**src/rtl/ssg_pkg.sv**
```systemverilog
// ----------------------------------------------------------------------------
// ssg_pkg: shared types and constants for the step sequencer gate
// Holds the command codes, the controller states and the step slot layout.
// ----------------------------------------------------------------------------
package ssg_pkg;

	typedef enum logic [1:0] {
		CMD_TICK   = 2'd0,
		CMD_WRITE  = 2'd1,
		CMD_LENGTH = 2'd2,
		CMD_PARK   = 2'd3
	} cmd_t;

	typedef enum logic [3:0] {
		ST_IDLE,
		ST_RD,
		ST_DIV,
		ST_MUL,
		ST_PCT,
		ST_FILL_RD,
		ST_FILL,
		ST_OUT_RD,
		ST_OUT
	} state_t;

	localparam int SLOT_W = 21;
	localparam int SPS_W  = 24;
	localparam int CNT_W  = 32;
	localparam logic [SPS_W-1:0] SPS_RESET = 24'd6000;
	localparam logic [6:0] PCT_DIV = 7'd100;

	// slot layout: note(7) rest tied accent ratchets(4) pct(7)
	typedef struct packed {
		logic [6:0] note;
		logic       rest;
		logic       tied;
		logic       accent;
		logic [3:0] ratchets;
		logic [6:0] pct;
	} slot_t;

	typedef struct packed {
		logic       start_div;
		logic       start_mul;
		logic       start_pct;
		logic       ld_item;
		logic       do_tick;
		logic       do_park;
		logic       do_len;
		logic       set_gate;
		logic       fill_init;
		logic       fill_step;
		logic       out_load;
		logic [1:0] rd_sel;
	} ctl_t;

	typedef struct packed {
		logic busy;
		logic need_div;
		logic need_fill;
		logic fill_done;
		logic gate_trivial;
	} sts_t;

	localparam logic [1:0] RD_PLAY = 2'd0;
	localparam logic [1:0] RD_LAST = 2'd1;

endpackage

```
**src/rtl/ssg_ram.sv**
```systemverilog
// ----------------------------------------------------------------------------
// ssg_ram: generic simple dual-port RAM
// One write port and one read port, registered read data.
// ----------------------------------------------------------------------------
module ssg_ram #(
	parameter int WIDTH = 21,
	parameter int DEPTH = 64
) (
	input  logic                     clk,
	input  logic                     we,
	input  logic [$clog2(DEPTH)-1:0] waddr,
	input  logic [WIDTH-1:0]         wdata,
	input  logic [$clog2(DEPTH)-1:0] raddr,
	output logic [WIDTH-1:0]         rdata
);
	logic [WIDTH-1:0] mem [DEPTH];

	always_ff @(posedge clk) begin
		if (we) begin
			mem[waddr] <= wdata;
		end
		rdata <= mem[raddr];
	end
endmodule

```
**src/rtl/ssg_ctrl.sv**
```systemverilog
// ----------------------------------------------------------------------------
// ssg_ctrl: step sequencer gate controller
// Sequences each command beat through the datapath and hands out the result.
// ----------------------------------------------------------------------------
module ssg_ctrl (
	input  logic          clk,
	input  logic          arst_n,
	input  logic          in_valid,
	output logic          in_ready,
	input  logic [1:0]    cmd,
	input  logic          out_valid,
	input  logic          out_ready,
	input  ssg_pkg::sts_t sts,
	output ssg_pkg::ctl_t ctl
);
	import ssg_pkg::*;

	state_t state_q, state_d;
	logic   slot_free;

	always_ff @(posedge clk or negedge arst_n) begin
		if (!arst_n) begin
			state_q <= ST_IDLE;
		end else begin
			state_q <= state_d;
		end
	end

	assign slot_free = !out_valid || out_ready;

	always_comb begin
		state_d  = state_q;
		ctl      = '0;
		in_ready = 1'b0;
		unique case (state_q)
			ST_IDLE: begin
				in_ready    = 1'b1;
				ctl.ld_item = in_valid;
				if (in_valid) begin
					unique case (cmd_t'(cmd))
						CMD_TICK: begin
							ctl.do_tick = 1'b1;
							state_d     = ST_RD;
						end
						CMD_WRITE: state_d = ST_OUT_RD;
						CMD_LENGTH: state_d = ST_FILL_RD;
						CMD_PARK: begin
							ctl.do_park = 1'b1;
							state_d     = ST_OUT_RD;
						end
						default: state_d = ST_IDLE;
					endcase
				end
			end
			ST_RD: begin
				ctl.rd_sel = RD_PLAY;
				state_d    = ST_DIV;
			end
			ST_DIV: begin
				if (sts.gate_trivial) begin
					ctl.set_gate = 1'b1;
					state_d      = ST_OUT_RD;
				end else begin
					ctl.start_div = sts.need_div;
					state_d       = ST_MUL;
				end
			end
			ST_MUL: begin
				if (!sts.busy) begin
					ctl.start_mul = 1'b1;
					state_d       = ST_PCT;
				end
			end
			ST_PCT: begin
				ctl.start_pct = 1'b1;
				state_d       = ST_OUT_RD;
			end
			ST_FILL_RD: begin
				ctl.rd_sel = RD_LAST;
				state_d    = ST_FILL;
			end
			ST_FILL: begin
				if (!sts.busy) begin
					if (sts.need_fill && !sts.fill_done) begin
						ctl.fill_step = 1'b1;
					end else begin
						ctl.do_len = 1'b1;
						state_d    = ST_OUT_RD;
					end
				end
			end
			ST_OUT_RD: begin
				if (!sts.busy) begin
					ctl.rd_sel = RD_PLAY;
					state_d    = ST_OUT;
				end
			end
			ST_OUT: begin
				ctl.rd_sel = RD_PLAY;
				if (slot_free) begin
					ctl.out_load = 1'b1;
					state_d      = ST_IDLE;
				end
			end
			default: state_d = ST_IDLE;
		endcase
		ctl.fill_init = (state_q == ST_FILL_RD);
	end
endmodule

```
**src/rtl/ssg_dp.sv**
```systemverilog
// ----------------------------------------------------------------------------
// ssg_dp: step sequencer gate datapath
// Step table, playhead, sample counter, serial divider and gate compare.
// ----------------------------------------------------------------------------
module ssg_dp #(
	parameter int STEP_SLOTS    = 64,
	parameter int RATCHET_LIMIT = 8
) (
	input  logic                     clk,
	input  logic                     arst_n,
	input  ssg_pkg::ctl_t            ctl,
	output ssg_pkg::sts_t            sts,
	input  logic                     step_advance,
	input  logic [5:0]               step_index,
	input  logic [6:0]               step_note,
	input  logic                     step_is_rest,
	input  logic                     step_tied,
	input  logic                     step_accent,
	input  logic [3:0]               step_ratchets,
	input  logic [6:0]               step_gate_percent,
	input  logic [7:0]               new_length,
	input  logic                     cfg_valid,
	input  logic [23:0]              cfg_data,
	input  logic                     cmd_write,
	output logic                     out_valid,
	input  logic                     out_ready,
	output logic                     gate_open,
	output logic [5:0]               current_step,
	output logic [6:0]               current_note,
	output logic                     current_is_rest,
	output logic                     current_tied,
	output logic                     current_accent
);
	import ssg_pkg::*;

	localparam int AW  = $clog2(STEP_SLOTS);
	localparam int LW  = $clog2(STEP_SLOTS + 1);
	localparam int RW  = $clog2(RATCHET_LIMIT + 1);
	localparam int PW  = SPS_W + 7;
	localparam logic [LW-1:0] LEN_RESET =
		LW'((STEP_SLOTS < 16) ? STEP_SLOTS : 16);

	logic [SPS_W-1:0] sps_q;
	logic [LW-1:0]    act_len_q, hw_len_q, fill_q, tgt_q;
	logic [AW-1:0]    play_q;
	logic             parked_q, gate_q;
	logic [CNT_W-1:0] cnt_q;
	logic [STEP_SLOTS-1:0] vld_q;
	logic [LW-1:0]    req_len;
	logic [7:0]       step_ix_q;
	slot_t            wslot_q, last_q;
	logic             wr_pend_q;
	logic             last_rd_q;

	logic             ram_we;
	logic [AW-1:0]    ram_wa, ram_ra, ra_q;
	slot_t            ram_wd, ram_rd, cur;

	// divider and remainder unit
	logic [SPS_W-1:0] quo_q, rem_q, dvd_q;
	logic [CNT_W-1:0] num_q, pos_q;
	logic [CNT_W:0]   prem_q;
	logic [5:0]       dcnt_q;
	logic [1:0]       dph_q;
	logic             dbusy_q;
	logic [RW-1:0]    rat;
	logic [PW-1:0]    prod_q;
	logic [CNT_W:0]   trial;
	logic [SPS_W:0]   trial_a;

	ssg_ram #(.WIDTH(SLOT_W), .DEPTH(STEP_SLOTS)) u_ram (
		.clk   (clk),
		.we    (ram_we),
		.waddr (ram_wa),
		.wdata (ram_wd),
		.raddr (ram_ra),
		.rdata (ram_rd)
	);

	assign cur = vld_q[ra_q] ? ram_rd : slot_t'({7'd0, 1'b1, 1'b0, 1'b0, 4'd1, 7'd0});

	always_comb begin
		if (ctl.rd_sel == RD_LAST) begin
			ram_ra = AW'(hw_len_q - LW'(1));
		end else begin
			ram_ra = play_q;
		end
	end

	always_comb begin
		ram_we = 1'b0;
		ram_wa = fill_q[AW-1:0];
		ram_wd = last_q;
		if (ctl.fill_step) begin
			ram_we = 1'b1;
			ram_wd = last_rd_q ? cur : last_q;
		end else if (wr_pend_q) begin
			ram_we = 1'b1;
			ram_wa = step_ix_q[AW-1:0];
			ram_wd = wslot_q;
		end
	end

	always_comb begin
		if (new_length > 8'(STEP_SLOTS)) begin
			req_len = LW'(STEP_SLOTS);
		end else if (new_length == 8'd0) begin
			req_len = LW'(1);
		end else begin
			req_len = LW'(new_length);
		end
	end

	always_comb begin
		if (cur.ratchets == 4'd0) begin
			rat = RW'(1);
		end else if (cur.ratchets > 4'(RATCHET_LIMIT)) begin
			rat = RW'(RATCHET_LIMIT);
		end else begin
			rat = RW'(cur.ratchets);
		end
	end

	assign sts.busy         = dbusy_q || wr_pend_q;
	assign sts.need_div     = (rat > RW'(1));
	assign sts.need_fill    = (tgt_q > hw_len_q);
	assign sts.fill_done    = (fill_q >= tgt_q);
	assign sts.gate_trivial = parked_q || cur.rest || cur.tied;

	assign trial_a = {rem_q, dvd_q[SPS_W-1]} - {{(SPS_W-RW+1){1'b0}}, rat};
	assign trial   = {prem_q[CNT_W-1:0], num_q[CNT_W-1]} - {1'b0, {(CNT_W-SPS_W){1'b0}}, quo_q};

	always_ff @(posedge clk) begin
		ra_q <= ram_ra;
		if (ctl.ld_item) begin
			step_ix_q <= {2'b00, step_index};
			wslot_q   <= '{step_note, step_is_rest, step_tied, step_accent,
				step_ratchets, step_gate_percent};
			tgt_q     <= req_len;
		end
		if (ctl.fill_init) begin
			fill_q <= hw_len_q;
		end else if (ctl.fill_step) begin
			fill_q <= fill_q + LW'(1);
		end
	end

	always_ff @(posedge clk or negedge arst_n) begin
		if (!arst_n) begin
			wr_pend_q <= 1'b0;
			vld_q     <= '0;
			last_q    <= '0;
			last_rd_q <= 1'b0;
		end else begin
			wr_pend_q <= ctl.ld_item && cmd_write && ({3'b000, step_index} < 9'(STEP_SLOTS));
			if (ctl.fill_step) begin
				vld_q[fill_q[AW-1:0]] <= 1'b1;
			end else if (wr_pend_q) begin
				vld_q[step_ix_q[AW-1:0]] <= 1'b1;
			end
			last_rd_q <= (ctl.rd_sel == RD_LAST);
			if (last_rd_q) begin
				last_q <= cur;
			end
		end
	end

	always_ff @(posedge clk or negedge arst_n) begin
		if (!arst_n) begin
			sps_q     <= SPS_RESET;
			act_len_q <= LEN_RESET;
			hw_len_q  <= LEN_RESET;
			play_q    <= '0;
			parked_q  <= 1'b1;
			cnt_q     <= '0;
			gate_q    <= 1'b0;
			dbusy_q   <= 1'b0;
			dph_q     <= 2'd0;
			dcnt_q    <= '0;
			out_valid <= 1'b0;
		end else begin
			if (cfg_valid) begin
				sps_q <= cfg_data;
			end
			if (ctl.do_tick) begin
				if (step_advance) begin
					if (parked_q) begin
						play_q   <= '0;
						parked_q <= 1'b0;
					end else if ({1'b0, play_q} + LW'(1) >= act_len_q) begin
						play_q <= '0;
					end else begin
						play_q <= play_q + AW'(1);
					end
					cnt_q <= '0;
				end else begin
					cnt_q <= cnt_q + CNT_W'(1);
				end
			end
			if (ctl.do_park) begin
				play_q   <= '0;
				parked_q <= 1'b1;
				cnt_q    <= '0;
				gate_q   <= 1'b0;
			end
			if (ctl.do_len) begin
				act_len_q <= tgt_q;
				if (tgt_q > hw_len_q) begin
					hw_len_q <= tgt_q;
				end
			end
			if (ctl.set_gate) begin
				gate_q <= !parked_q && !cur.rest && cur.tied;
			end
			// sub = sps / rat, then pos = cnt % sub (0 if sub is 0), or sub = sps and pos = cnt
			if (ctl.start_div) begin
				dbusy_q <= 1'b1;
				dph_q   <= 2'd1;
				dcnt_q  <= 6'(SPS_W);
				dvd_q   <= sps_q;
				rem_q   <= '0;
			end else if (ctl.start_mul && !sts.need_div) begin
				quo_q <= sps_q;
				pos_q <= cnt_q;
			end else if (dbusy_q && dph_q == 2'd1) begin
				if (trial_a[SPS_W]) begin
					rem_q <= {rem_q[SPS_W-2:0], dvd_q[SPS_W-1]};
					dvd_q <= {dvd_q[SPS_W-2:0], 1'b0};
				end else begin
					rem_q <= trial_a[SPS_W-1:0];
					dvd_q <= {dvd_q[SPS_W-2:0], 1'b1};
				end
				dcnt_q <= dcnt_q - 6'd1;
				if (dcnt_q == 6'd1) begin
					dph_q <= 2'd2;
				end
			end else if (dbusy_q && dph_q == 2'd2) begin
				quo_q <= dvd_q;
				num_q <= cnt_q;
				prem_q <= '0;
				dcnt_q <= 6'(CNT_W);
				if (dvd_q == '0) begin
					pos_q   <= '0;
					dbusy_q <= 1'b0;
					dph_q   <= 2'd0;
				end else begin
					dph_q <= 2'd3;
				end
			end else if (dbusy_q && dph_q == 2'd3) begin
				if (trial[CNT_W]) begin
					prem_q <= {prem_q[CNT_W-1:0], num_q[CNT_W-1]};
				end else begin
					prem_q <= {1'b0, trial[CNT_W-1:0]};
				end
				num_q  <= {num_q[CNT_W-2:0], 1'b0};
				dcnt_q <= dcnt_q - 6'd1;
				if (dcnt_q == 6'd1) begin
					dbusy_q <= 1'b0;
					dph_q   <= 2'd0;
				end
			end
			if (ctl.start_mul) begin
				if (sts.need_div) begin
					pos_q  <= prem_q[CNT_W-1:0];
					prod_q <= PW'(quo_q) * PW'(cur.pct);
				end else begin
					prod_q <= PW'(sps_q) * PW'(cur.pct);
				end
			end
			// open while pos < floor(prod / 100)
			if (ctl.start_pct) begin
				gate_q <= ({7'd0, pos_q} * 39'(PCT_DIV) + 39'(PCT_DIV) <= 39'(prod_q));
			end
			if (ctl.out_load) begin
				out_valid <= 1'b1;
			end else if (out_valid && out_ready) begin
				out_valid <= 1'b0;
			end
		end
	end

	always_ff @(posedge clk) begin
		if (ctl.out_load) begin
			gate_open <= gate_q;
			if (parked_q) begin
				current_step    <= '0;
				current_note    <= '0;
				current_is_rest <= 1'b0;
				current_tied    <= 1'b0;
				current_accent  <= 1'b0;
			end else begin
				current_step    <= 6'(play_q);
				current_note    <= cur.note;
				current_is_rest <= cur.rest;
				current_tied    <= cur.tied;
				current_accent  <= cur.accent;
			end
		end
	end
endmodule

```
**src/rtl/step_sequencer_gate_top.sv**
```systemverilog
// ----------------------------------------------------------------------------
// step_sequencer_gate_top: step sequencer track with ratchet gates
// Keeps a step table and a playhead and produces one gate result per command.
// ----------------------------------------------------------------------------
//  channel  handshake              payload
//  in       in_valid / in_ready    command, step_*, new_length
//  out      out_valid / out_ready  gate_open, current_*
//  cfg      cfg_valid / cfg_ready  cfg_data (samples_per_step)
//
//  A tick on a rest or tied step sets the gate directly; a plain step takes the
//  multiply and compare, and a ratcheted step first runs the bit-serial divider
//  (24 quotient bits, 32 remainder bits). A length change writes its new slots
//  one at a time. Each command hands out its result before the next is accepted.
//  Reset gives an empty table read as rests; out stalls hold the controller.
// ----------------------------------------------------------------------------
module step_sequencer_gate_top #(
	parameter int STEP_SLOTS    = 64,
	parameter int RATCHET_LIMIT = 8
) (
	input  logic        clk,
	input  logic        arst_n,
	input  logic        in_valid,
	output logic        in_ready,
	input  logic [1:0]  command,
	input  logic        step_advance,
	input  logic [5:0]  step_index,
	input  logic [6:0]  step_note,
	input  logic        step_is_rest,
	input  logic        step_tied,
	input  logic        step_accent,
	input  logic [3:0]  step_ratchets,
	input  logic [6:0]  step_gate_percent,
	input  logic [7:0]  new_length,
	input  logic        cfg_valid,
	output logic        cfg_ready,
	input  logic [23:0] cfg_data,
	output logic        out_valid,
	input  logic        out_ready,
	output logic        gate_open,
	output logic [5:0]  current_step,
	output logic [6:0]  current_note,
	output logic        current_is_rest,
	output logic        current_tied,
	output logic        current_accent
);
	import ssg_pkg::*;

	ctl_t ctl;
	sts_t sts;

	assign cfg_ready = 1'b1;

	ssg_ctrl u_ctrl (
		.clk       (clk),
		.arst_n    (arst_n),
		.in_valid  (in_valid),
		.in_ready  (in_ready),
		.cmd       (command),
		.out_valid (out_valid),
		.out_ready (out_ready),
		.sts       (sts),
		.ctl       (ctl)
	);

	ssg_dp #(.STEP_SLOTS(STEP_SLOTS), .RATCHET_LIMIT(RATCHET_LIMIT)) u_dp (
		.clk               (clk),
		.arst_n            (arst_n),
		.ctl               (ctl),
		.sts               (sts),
		.step_advance      (step_advance),
		.step_index        (step_index),
		.step_note         (step_note),
		.step_is_rest      (step_is_rest),
		.step_tied         (step_tied),
		.step_accent       (step_accent),
		.step_ratchets     (step_ratchets),
		.step_gate_percent (step_gate_percent),
		.new_length        (new_length),
		.cfg_valid         (cfg_valid),
		.cfg_data          (cfg_data),
		.cmd_write         (command == CMD_WRITE),
		.out_valid         (out_valid),
		.out_ready         (out_ready),
		.gate_open         (gate_open),
		.current_step      (current_step),
		.current_note      (current_note),
		.current_is_rest   (current_is_rest),
		.current_tied      (current_tied),
		.current_accent    (current_accent)
	);

	a_out_stall: assert property (@(posedge clk) disable iff (!arst_n)
		out_valid && !out_ready |=> out_valid)
		else $error("result dropped under stall");
	a_no_accept_busy: assert property (@(posedge clk) disable iff (!arst_n)
		in_valid && in_ready |=> !in_ready)
		else $error("second item accepted while busy");
endmodule
```
**config.mk**
```make
export PLATFORM = sky130hd
export DESIGN_NAME = step_sequencer_gate_top
export DESIGN_NICKNAME = d
export VERILOG_FILES = /design/src/rtl/ssg_pkg.sv /design/src/rtl/ssg_ram.sv /design/src/rtl/ssg_ctrl.sv /design/src/rtl/ssg_dp.sv /design/src/rtl/step_sequencer_gate_top.sv
export SDC_FILE = /design/constraint.sdc
export NUM_CORES = 2
export LEC_CHECK = 0
export BUFFER_PORTS_ARGS = -buffer_cell sky130_fd_sc_hd__buf_2
export CORE_AREA = 2 2 454 456
export DETAILED_ROUTE_END_ITERATION = 8
export DIE_AREA = 0 0 456 458
export PLACE_DENSITY_LB_ADDON = 0.12
export RECOVER_POWER = 100
export SLEW_MARGIN = 20
export SYNTH_ARGS = -nofsm -noshare
export SYNTH_HDL_FRONTEND = slang
export SYNTH_SLANG_ARGS = --single-unit
```
**constraint.sdc**
```tcl
create_clock -name clk -period 9.3 [get_ports clk]
set_input_delay 1.86 -clock clk [delete_from_list [all_inputs] [get_ports clk]]
set_output_delay 1.86 -clock clk [all_outputs]
set_load 0.03 [all_outputs]
```
==> metrics.txt <==
via count=62000; # setup viols final=0; sequential area share after synthesis=58.1%; Synth area leaders=edfxtp_1 (53%), nand2_1 (7.6%), fa_1 (5.4%); CTS tree=built; gate count of the mapped netlist=8117; slew margin rel.=-153%; cell depth of the worst min-delay path=1; Via density=~5.7; pre-CTS WS=roughly 460 ps; vias in the first global route=61500; violation count after the first detailed-routing iteration=5485; final RePlAce weighted congestion=around 0.87; row cnt=approximately 170; worst-margin pin slew=approximately 3800 ps; Final WS setup=a little over 400 ps; worst hold path type=reg -> reg; Longest Clk Path Bufs=3; synthesized flop and latch total=1807; worst-path maximum fanout=66; Mapped Nets=between 8000 and 9000; area grow syn2layout=10.0%; largest net degree at the start of global routing=about 170; Die W=~460 um; Setup crit end kind=flop; Peak Freq=112 MHz; DRT Pass-1 Iters=6; Reg clk slew, reported paths=70 ps; Min Hold Slack=~460 ps; initial antenna violation count=7; clock latency on the worst-skew pair=880 ps; synth warn=0; DP Wirelength=about 160000 um; R2R cell count=22; synthesized area=between 0.09 and 0.1 mm2; final wirelength=approximately 260000 um; Num CTS Buffers=around 190; status=finished, violations left; Worst VDD drop=between 0.2 and 0.3 mV; commonest cells after routing, fill and taps aside=nand2_1 (1842), edfxtp_1 (1601), inv_1 (512); cts hold-fix bufs=0; H-tree depth=4; r2r setup slk=a little over 400 ps; Synth top area share=a little over half; Worst EP required=between 9000 and 10000 ps; Die Area=about 0.21 mm2; # fillers=between 15000 and 20000; final count of pins violating max slew=3505; Pwr Density=between 300 and 400 mW/mm2; number of gates resized after CTS=0; post-synth cell types=85; Max-Cap Viols=between 100 and 150; routed len/inst=roughly 24 um; Final ANT Viol Nets=0; Async SR Flop Fraction=about a tenth; Top FF cell, synth=edfxtp_1; setup TNS=0 ps; cell taking the most area after synthesis=edfxtp_1; DRC Markers=0; Period minus WS final=between 8000 and 9000 ps; leading cell type in the layout, fill and taps excluded=nand2_1; failing checks=capacitance limit, slew limit; CTS Sinks=1807; global route total overflow=0; reg2reg end=u_dp.prod_q[29]$_DFFE_PP_; Final period util=a little over nine tenths; area of the core=between 0.2 and 0.25 mm2; RSZ-0062 raised after global routing=false; Worst R2R Start=u_dp.ra_q[1]$_DFF_P_; Post-Syn Area per Cell=11.3 um2; Hold Path End=u_dp.vld_q[27]$_DFFE_PN0P_; Leak Pwr=roughly 39 nW; Fin Clk Skew=91.5 ps; hold path startpoint=u_dp.vld_q[27]$_DFFE_PN0P_; Die Ht=between 400 and 500 um; dpl cells=10500; Post-CTS Setup Repair Bufs=0; Worst setup SP type=flop; # diodes=0; layout cell share with drive strength beyond 1=~7.7%; Post-Layout Cell Count=10900; Post-synth EDFFs=1601; critical path class=reg -> reg; clk root buf=clkbuf_16; total track usage=24.8%; IO buf count=85; # IOs=87; fin nets=8644; Starting Density=44.9%; first-pass GRT wire length=just under 400000 um; Worst Path Arrival=about 9500 ps; Hold Fails Final Rpt=0
[cells in the mapped netlist (35+ instances only)]
| library cell | n |
|---|---|
| inv_1 | 514 |
| and2_1 | 36 |
| nor3_1 | 61 |
| o21ai_0 | 155 |
| clkbuf_1 | 397 |
| dfrtp_1 | 169 |
| nor2_1 | 357 |
| xnor2_1 | 105 |
| ha_1 | 282 |
| a211oi_1 | 95 |
| edfxtp_1 | 1601 |
| mux2_2 | 95 |
| xor2_1 | 83 |
| a21o_1 | 67 |
| nand2_1 | 1842 |
| a31oi_1 | 100 |
| mux2i_1 | 41 |
| a21oi_1 | 262 |
| and3_1 | 346 |
| nor2b_1 | 35 |
| fa_1 | 247 |
| or2_2 | 63 |
| nand3_1 | 431 |
| a311oi_1 | 260 |
| nand4_1 | 38 |
| buf_1 | 67 |
[per-layer routing]
metal  share of wire, %  routed length (um)  track usage [%]  vias up
met5                  0                   0                0        -
met4                3.5                9230             8.70        0
met3                4.9               12800             2.75      371
met2                 50              132000             43.0     1792
met1                 42              109000             32.3    31100
li1                   -                   -                -    28700
[flip-flops by register name, indices dropped and copies added (netlist names), 21 cells and up]
| register | flops |
|---|---|
| u_dp.cnt_q | 32 |
| u_dp.dvd_q | 24 |
| u_dp.last_q | 21 |
| u_dp.num_q | 32 |
| u_dp.pos_q | 32 |
| u_dp.prem_q | 32 |
| u_dp.prod_q | 31 |
| u_dp.quo_q | 24 |
| u_dp.rem_q | 24 |
| u_dp.sps_q | 24 |
| u_dp.u_ram.mem | 1344 |
| u_dp.u_ram.rdata | 21 |
| u_dp.vld_q | 64 |
| u_dp.wslot_q | 21 |
[cell type report]
cell class	count	area (um2)	area share [%]
tap	2688	3360	3.34
sequential	1807	53100	52.8
clock buffer	250	5110	5.08
clock inverter	107	1120	1.11
multi-input combinational	5309	34700	34.5
inverter	515	1950	1.94
timing repair buffer	224	1280	1.27
[where the power goes]
part / switching (mW) / total [mW] / internal (mW)
clock: 3.33 / 7.55 / 4.22
sequential: 0.468 / 10.8 / 10.3
combinational: 12.3 / 18.0 / 5.68
total: 16.1 / 36.3 / 20.2
[per-stage QoR]
stage	cell area (um2)	total power [mW]	utilization, %
2_1_floorplan	91500	22.8	-
3_3_place_gp	95100	28.6	46.7
3_5_place_dp	95100	28.9	46.7
4_1_cts	101000	36.5	49.7
5_1_grt	101000	38.7	49.4
6_report	101000	36.3	49.4
[cells by family after synthesis]
logic type,Yosys count,synth area share [%]
xor+xnor,189,1.83
mux,157,2.13
compound gates,1110,8.38
flops,1807,58.1
buf+inv,1001,4.18
simple gates,3323,16.2
other cells,1,0.00410
fa+ha+maj,529,9.26
[worst max-delay path: stages, from the launching register on]
cell and delay (ps):
dfxtp_1 840, mux4_2 420, mux4_2 500, mux4_4 970, and2_1 600, nand2_1 220, fa_1 470, fa_1 470
fa_1 490, inv_1 50, fa_1 430, ha_1 340, a21oi_1 240, nor3b_1 330, a2111oi_0 180, clkbuf_1 160
o21ai_0 340, o21ai_0 210, o41ai_1 470, o21ai_0 260, a31oi_1 240, xor2_1 170, a2bb2oi_1 90
[how the worst max path moves through the flow]
stage	from	to	slack, ps
after floorplan	u_dp.ra_q[0]$_DFF_P_	u_dp.prod_q[29]$_DFFE_PP_	1900
after global placement	u_dp.ra_q[1]$_DFF_P_	u_dp.prod_q[29]$_DFFE_PP_	660
after detailed placement	u_dp.ra_q[1]$_DFF_P_	u_dp.prod_q[29]$_DFFE_PP_	460
after CTS	u_dp.ra_q[1]$_DFF_P_	u_dp.prod_q[29]$_DFFE_PP_	410
after global routing	u_dp.ra_q[1]$_DFF_P_	u_dp.prod_q[29]$_DFFE_PP_	20
final	u_dp.ra_q[1]$_DFF_P_	u_dp.prod_q[29]$_DFFE_PP_	400
(Power assumes the default switching activity.)
